### src/hdl/slt_pkg.sv
// Shared types and constants for the seasonal limit table checker.
// Used by slt_level_track and seasonal_limit_table_checker; depends on nothing.
package slt_pkg;

    localparam int TABLE_DEPTH = 64;
    localparam int IDX_W       = $clog2(TABLE_DEPTH);
    localparam int CNT_W       = $clog2(TABLE_DEPTH + 1);
    localparam int NUM_LEVELS  = 4;

    localparam logic [8:0] DAYS_IN_YEAR  = 9'd365;
    localparam logic [5:0] WILDCARD_HOUR = 6'b111111;
    localparam logic signed [23:0] MISSING_RESET = -24'sd8387840;

    localparam logic OP_ADD   = 1'b0;
    localparam logic OP_CHECK = 1'b1;

    localparam logic [2:0] V_STORED  = 3'd0;
    localparam logic [2:0] V_FULL    = 3'd1;
    localparam logic [2:0] V_WITHIN  = 3'd2;
    localparam logic [2:0] V_BELOW   = 3'd3;
    localparam logic [2:0] V_ABOVE   = 3'd4;
    localparam logic [2:0] V_NOLIM   = 3'd5;
    localparam logic [2:0] V_MISSING = 3'd6;

    localparam logic [2:0] LEVEL_NONE = 3'd4;

    typedef struct packed {
        logic [23:0]        station;
        logic [15:0]        param;
        logic [5:0]         hour;
        logic [8:0]         day_from;
        logic [8:0]         day_to;
        logic signed [23:0] lower_limit;
        logic signed [23:0] upper_limit;
    } entry_t;

    typedef struct packed {
        logic [23:0] station;
        logic [15:0] param;
        logic [5:0]  hour;
        logic [8:0]  day;
    } lookup_t;

    typedef struct packed {
        logic               found;
        logic [8:0]         day_from;
        logic [8:0]         day_to;
        logic signed [23:0] lower_limit;
        logic signed [23:0] upper_limit;
    } best_t;

endpackage

### src/hdl/slt_level_track.sv
// Best-candidate tracker for one search level of the limit table scan.
// Depends on slt_pkg for entry_t, lookup_t and best_t.
module slt_level_track (
    input  logic            aclk,
    input  logic            aresetn,
    input  logic            clear,
    input  logic            eval,
    input  slt_pkg::entry_t entry,
    input  slt_pkg::lookup_t key,
    output slt_pkg::best_t  best
);

    logic               found_reg, found_next;
    logic [8:0]         from_reg, to_reg;
    logic signed [23:0] lo_reg, hi_reg;
    logic               take;

    // Strict compare keeps the earliest slot on equal start days.
    assign take = eval
                  && (entry.station == key.station)
                  && (entry.param == key.param)
                  && (entry.hour == key.hour)
                  && (entry.day_from <= key.day)
                  && (!found_reg || (entry.day_from > from_reg));

    always_comb begin
        found_next = found_reg;
        if (clear) begin
            found_next = 1'b0;
        end else if (take) begin
            found_next = 1'b1;
        end
    end

    always_ff @(posedge aclk) begin
        if (!aresetn) begin
            found_reg <= 1'b0;
        end else begin
            found_reg <= found_next;
        end
    end

    always_ff @(posedge aclk) begin
        if (take && !clear) begin
            from_reg <= entry.day_from;
            to_reg   <= entry.day_to;
            lo_reg   <= entry.lower_limit;
            hi_reg   <= entry.upper_limit;
        end
    end

    assign best.found       = found_reg;
    assign best.day_from    = from_reg;
    assign best.day_to      = to_reg;
    assign best.lower_limit = lo_reg;
    assign best.upper_limit = hi_reg;

endmodule

### config.mk
export PLATFORM = sky130hd
export DESIGN_NAME = slt_level_track
export DESIGN_NICKNAME = d
export VERILOG_FILES = /design/src/hdl/slt_pkg.sv /design/src/hdl/slt_level_track.sv
export SDC_FILE = /design/constraint.sdc
export NUM_CORES = 1
export LEC_CHECK = 0
export BUFFER_PORTS_ARGS = -buffer_cell sky130_fd_sc_hd__buf_2
export CAP_MARGIN = 20
export CORE_MARGIN = 2
export CORE_UTILIZATION = 36
export DETAILED_ROUTE_END_ITERATION = 8
export GPL_TIMING_DRIVEN = 1
export HOLD_SLACK_MARGIN = 0.03
export PLACE_DENSITY = 0.85
export SLEW_MARGIN = 25
export SYNTH_ARGS = -nofsm -noshare
export SYNTH_HDL_FRONTEND = slang
export SYNTH_SLANG_ARGS = --single-unit
### constraint.sdc
create_clock -name aclk -period 7.4 [get_ports aclk]
set_clock_uncertainty 0.1 [all_clocks]
set_input_delay 1.48 -clock aclk [delete_from_list [all_inputs] [get_ports aclk]]
set_output_delay 1.48 -clock aclk [all_outputs]
set_load 0.02 [all_outputs]
# Word-level counts from Yosys, hierarchy flattened
# Index checks and enable logic that the tools add are counted.
dict set report classes {
  reduce_logical 10
  eq_ne 3
  bitwise_logic 1
  n_lt_le_gt_ge 2
}
# operator count
set ops {}
lappend ops {{equality test 24 bit} 1}
lappend ops {{equality test 16 bit} 1}
lappend ops {{greater-than comparator 9 bit} 1}
lappend ops {{less-or-equal comparator 9 bit} 1}
lappend ops {{equality test 6 bit} 1}
lappend ops {{logical AND 1 bit} 6}
lappend ops {{logical NOT 1 bit} 2}
lappend ops {{OR reduction 2 bit} 1}
lappend ops {{logical OR 1 bit} 1}
lappend ops {{NOT 1 bit} 1}
dict set report word_totals {
  in_bits 171
  word_cells 21
  reg_bits 67
}

# Depth between registers and ports, before layout
dict set report depth {
  word_depth 7
  depth_mapped 7
  ltp_nobuf 7
}

# Worst setup path before layout
# Ideal clock, no wire load.
dict set report synth_timing {
  kind {input to register}
  from {input port key[6] (netlist name)}
  to {register from_reg[0] (enable)}
  setup_slack_ns 0.296
  setup_ns 0.544
  arrival_ns 6.460
  stages 7
  path_cell_list {inv_1 -> ha_1 -> a211oi_1 -> nand3_1 -> nor2_1 -> o2111ai_1 -> a2111oi_2}
}
dict set report synth_via {
  elab_chain_cells 4
}
# item line_no
set synth_rtl {}
lappend synth_rtl {{from (decl)} slt_level_track.sv:9} ;# input slt_pkg::lookup_t key,
lappend synth_rtl {{less-or-equal comparator 9 bit} slt_level_track.sv:23} ;# && (entry.day_from <= key.day)
lappend synth_rtl {{logical AND 1 bit} slt_level_track.sv:23}
lappend synth_rtl {{logical AND 1 bit} slt_level_track.sv:24} ;# && (!found_reg || (entry.day_from > from_reg));
lappend synth_rtl {{logical AND 1 bit} slt_level_track.sv:44} ;# if (take && !clear) begin
lappend synth_rtl {{to (signal assigned)} slt_level_track.sv:45} ;# from_reg <= entry.day_from;
lappend synth_rtl {{to (decl)} slt_level_track.sv:14} ;# logic [8:0] from_reg, to_reg;
# No other way between the ends.
# A chain may end at the register's enable or synchronous reset.

# Worst setup path in the final report
dict set report layout_timing {
  from {input port entry[63] (netlist name)}
  to {register from_reg[2] (enable)}
}
dict set report layout_via {
  elab_chain_cells 4
  elab_cells_between_ends 6
}
# item line_no
set layout_rtl {}
lappend layout_rtl {{from (decl)} slt_level_track.sv:8} ;# input slt_pkg::entry_t entry,
lappend layout_rtl {{less-or-equal comparator 9 bit / greater-than comparator 9 bit (equally long branches)} {slt_level_track.sv:23, slt_level_track.sv:24}}
lappend layout_rtl {{logical AND 1 bit / logical OR 1 bit (equally long branches)} {slt_level_track.sv:23, slt_level_track.sv:24}}
lappend layout_rtl {{logical AND 1 bit *} slt_level_track.sv:24}
lappend layout_rtl {{logical AND 1 bit *} slt_level_track.sv:44}
# Mark *: on every way between the ends. The rest lies on a longest branch, timed or not.

==> reports/results.tsv <==
stage	metric	value	unit
finish	diodes	0	
clocking	clk-insertion-delay-late	0.33	ns
run_status	outcome	completed	
sta	period_share	0.5260	
finish	drive_above_1_share	0.5610	
worst_hold_path	min_from	found_reg	
worst_setup_path	worstSetupEndpointType	register	
global_route	wire_length_of_the_first_global_routing_pass	11570	um
logic_synthesis	ys_warn_count	0	
sta	setup_total_negative_slack	0	ns
worst_hold_path	worstHoldPathCells	2	
sta	slew-limit-headroom	0.4635	
pwr	power-per-cell-area	168.5	nW/um2
floorplan	floorplan.io_pins	238	
worst_setup_path	r2r_start	from_reg[1]	
logic_synthesis	netlist_instances	198	
global_route	grt_max_degree	67	
worst_hold_path	worstHoldEndpoint	found_reg	
logic_synthesis	netlist-cell-type-count	26	
routing	wire_length_per_cell_after_detailed_routing	14.99	um
pwr	static_leakage_power	2.006	nW
worst_setup_path	timing.rr.end	from_reg[2]	
placement	routabilityCongestion	0.8034	
clocking	cts_repair_resize_count	0	
logic_synthesis	synth_seq_cells	67	
global_route	grtUsageTotal	0.1745	
sta	report.final.hold_viol_count	0	
worst_setup_path	rrSetupSlack	4.64	ns
routing	drcViolationCount	0	
finish	fin_nets	635	
worst_setup_path	setup.worst_path.class	input port to register	
worst_setup_path	worst_setup_path_start_kind	input port	
sta	rsz0062_at_grt	no	
floorplan	die-height	95.50	um
sta	layout_min_cycle_time	3.892	ns
clocking	buffer_cell_driving_the_clock_tree_root	sky130_fd_sc_hd__clkbuf_8	
placement	area_of_placed_instances	4344	um2
clocking	htree_num_levels	3	
clocking	cts.clk_slew.worst_paths	0.06	ns
logic_synthesis	ys_seq_area_frac	0.6642	
clocking	cts_hold_repair.buffers	0	
clocking	cts_tree	built	
flow_run	number_of_max_capacitance_violations_reported	0	
finish	design_area	4506	um2
floorplan	num_rows	33	
placement	place.port_buffers	237	
clocking	post_cts_buffers	0	
logic_synthesis	synth.net_count	387	
global_route	grt_antenna_before_repair	0	
sta	worstMarginPinSlew	0.8048	ns
floorplan	fp.coreArea	8175	um2
sta	finalSetupViolations	0	
logic_synthesis	netlist.top_cell.by_area	sky130_fd_sc_hd__edfxtp_1	
sta	maxSlewViolCount	0	
routing	number_of_drc_markers_in_iteration_0	106	
floorplan	floorplan.initialDensity	0.3687	
clocking	cts_num_sinks	67	
clocking	cts_max_path_buffers	2	
global_route	global_route.overflow_total	0	
pwr	vdd_ir_drop_max	62.47	uV
routing	routed-via-count	2521	
global_route	first_global_vias	2421	
worst_setup_path	timing.critical_path.arrival	3.75	ns
finish	flow.area_growth_from_synthesis	49.48	%
logic_synthesis	synth_area	3014	um2
logic_synthesis	synth_area_leaders	sky130_fd_sc_hd__edfxtp_1 (66%), sky130_fd_sc_hd__xnor2_1 (13%), sky130_fd_sc_hd__ha_1 (7.5%)	
worst_setup_path	timing.critical_path.required	7.26	ns
routing	wirelength	8336	um
routing	drt_first_pass_iters	4	
logic_synthesis	yosysTopAreaCellShare	0.6575	
routing	vias_per_cell	4.534	
floorplan	die_width	95.50	um
routing	drt.antenna.violating_nets	0	
worst_setup_path	reg2reg_depth	8	
sta	timing.fmax	256.9	MHz
floorplan	die_area	9120	um2
placement	detailedPlacementHpwl	7143	um
logic_synthesis	syn_avg_cell_area	15.22	um2
worst_hold_path	hp-class	register to register	
clocking	cts-buffers-inserted	9	
worst_setup_path	critical_path_peak_fanout	66	
-- area by class of cell --
| cell class | instances | area (um2) |
|---|---|---|
| Sequential cell | 67 | 2002 |
| Clock buffer | 11 | 131.4 |
| Inverter | 18 | 67.56 |
| Timing Repair Buffer | 238 | 1194 |
| Multi-Input combinational cell | 112 | 949.7 |
| Tap cell | 105 | 131.4 |
| Fill cell | 714 | 3670 |
| Clock inverter | 5 | 30.03 |
-- where the power goes --
group / leakage [nW] / total [W] / switching, W / internal (W)
combinational: 1.32 / 0.0000969 / 0.0000394 / 0.0000575
clock: 0.0807 / 0.000246 / 0.000126 / 0.000120
sequential: 0.601 / 0.000416 / 0.00000000000000000123 / 0.000416
-- per-stage QoR --
stage               setup WS [ns]  hold slack [ns]  power (W)  utilization  cells
global route                3.367           0.4571  0.0007930       0.5511    556
CTS                         3.527           0.4184  0.0007679       0.5511    556
detailed placement          3.180           0.4068  0.0005225       0.5314    540
global placement            3.212           0.4193  0.0005189       0.5314    540
finish                      3.508           0.4119  0.0007591       0.5511    556
floorplan                  0.2964           0.3563  0.0004633            -    198
-- cell usage after synthesis --
master / count
sky130_fd_sc_hd__nor2_1: 3
sky130_fd_sc_hd__o21a_1: 2
sky130_fd_sc_hd__nand2b_1: 2
sky130_fd_sc_hd__nand2_1: 3
sky130_fd_sc_hd__a2111oi_0: 2
sky130_fd_sc_hd__a211o_1: 1
sky130_fd_sc_hd__nor4_2: 1
sky130_fd_sc_hd__ha_1: 18
sky130_fd_sc_hd__nor4_1: 2
sky130_fd_sc_hd__nor2b_1: 1
sky130_fd_sc_hd__o2111ai_1: 1
sky130_fd_sc_hd__buf_4: 1
sky130_fd_sc_hd__o211ai_1: 1
sky130_fd_sc_hd__inv_1: 18
sky130_fd_sc_hd__o21ai_0: 1
sky130_fd_sc_hd__nand4_1: 14
sky130_fd_sc_hd__o21bai_1: 1
sky130_fd_sc_hd__o31ai_1: 2
sky130_fd_sc_hd__dfxtp_1: 1
sky130_fd_sc_hd__a21oi_1: 3
sky130_fd_sc_hd__edfxtp_1: 66
sky130_fd_sc_hd__xnor2_1: 46
sky130_fd_sc_hd__a2111oi_2: 1
sky130_fd_sc_hd__nand3_1: 3
sky130_fd_sc_hd__nor3_1: 2
sky130_fd_sc_hd__a211oi_1: 2
-- how the worst max path moves through the flow --
stage / from / end / depth (start not counted) / slack (ns)
after floorplan: key[6] / from_reg[0] / 7 / 0.30
after global placement: entry[63] / to_reg[4] / 8 / 3.21
after detailed placement: entry[63] / lo_reg[16] / 8 / 3.18
after CTS: entry[63] / hi_reg[1] / 8 / 3.53
after global routing: key[13] / from_reg[5] / 7 / 3.37
final: entry[63] / from_reg[2] / 8 / 3.51
-- metal layers --
layer  vias to the layer above  share of wire  global-route usage
met5                         -              0                   0
met2                       162           0.54              0.3316
met4                         0          0.015             0.06905
met3                        11           0.11             0.04427
met1                      1113           0.34              0.1820
li1                       1235              -                   -
-- cells in the final DEF, fill, tap and decap left out, types with 3 or more instances in the layout --
master | synthesis | routed
sky130_fd_sc_hd__buf_2 | 0 | 237
sky130_fd_sc_hd__edfxtp_1 | 66 | 66
sky130_fd_sc_hd__xnor2_1 | 46 | 46
sky130_fd_sc_hd__inv_1 | 18 | 18
sky130_fd_sc_hd__ha_1 | 18 | 18
sky130_fd_sc_hd__nand4_1 | 14 | 14
sky130_fd_sc_hd__clkbuf_8 | 0 | 9
sky130_fd_sc_hd__nand2_1 | 3 | 3
sky130_fd_sc_hd__nor2_1 | 3 | 3
sky130_fd_sc_hd__a21oi_1 | 3 | 3
sky130_fd_sc_hd__nand3_1 | 3 | 3
-- critical path: stages --
cell and delay (ns):
sky130_fd_sc_hd__buf_2 0.13, sky130_fd_sc_hd__ha_1 0.33, sky130_fd_sc_hd__a211oi_1 0.28, sky130_fd_sc_hd__nand3_1 0.11, sky130_fd_sc_hd__nor2_1 0.10, sky130_fd_sc_hd__o2111ai_1 0.23, sky130_fd_sc_hd__a2111oi_4 0.38, sky130_fd_sc_hd__buf_4 0.68
-- cell families after synthesis --
logic type | count (synthesis) | share of synthesized area
AO/OA/AOI/OAI | 17 | 0.04317
XOR/XNOR | 46 | 0.1337
adder cells (fa/ha/maj) | 18 | 0.07472
buffers and inverters | 19 | 0.02491
flip-flops | 67 | 0.6642
AND/OR/NAND/NOR | 31 | 0.05936
No activity file was read; power rests on OpenSTA's default activity.
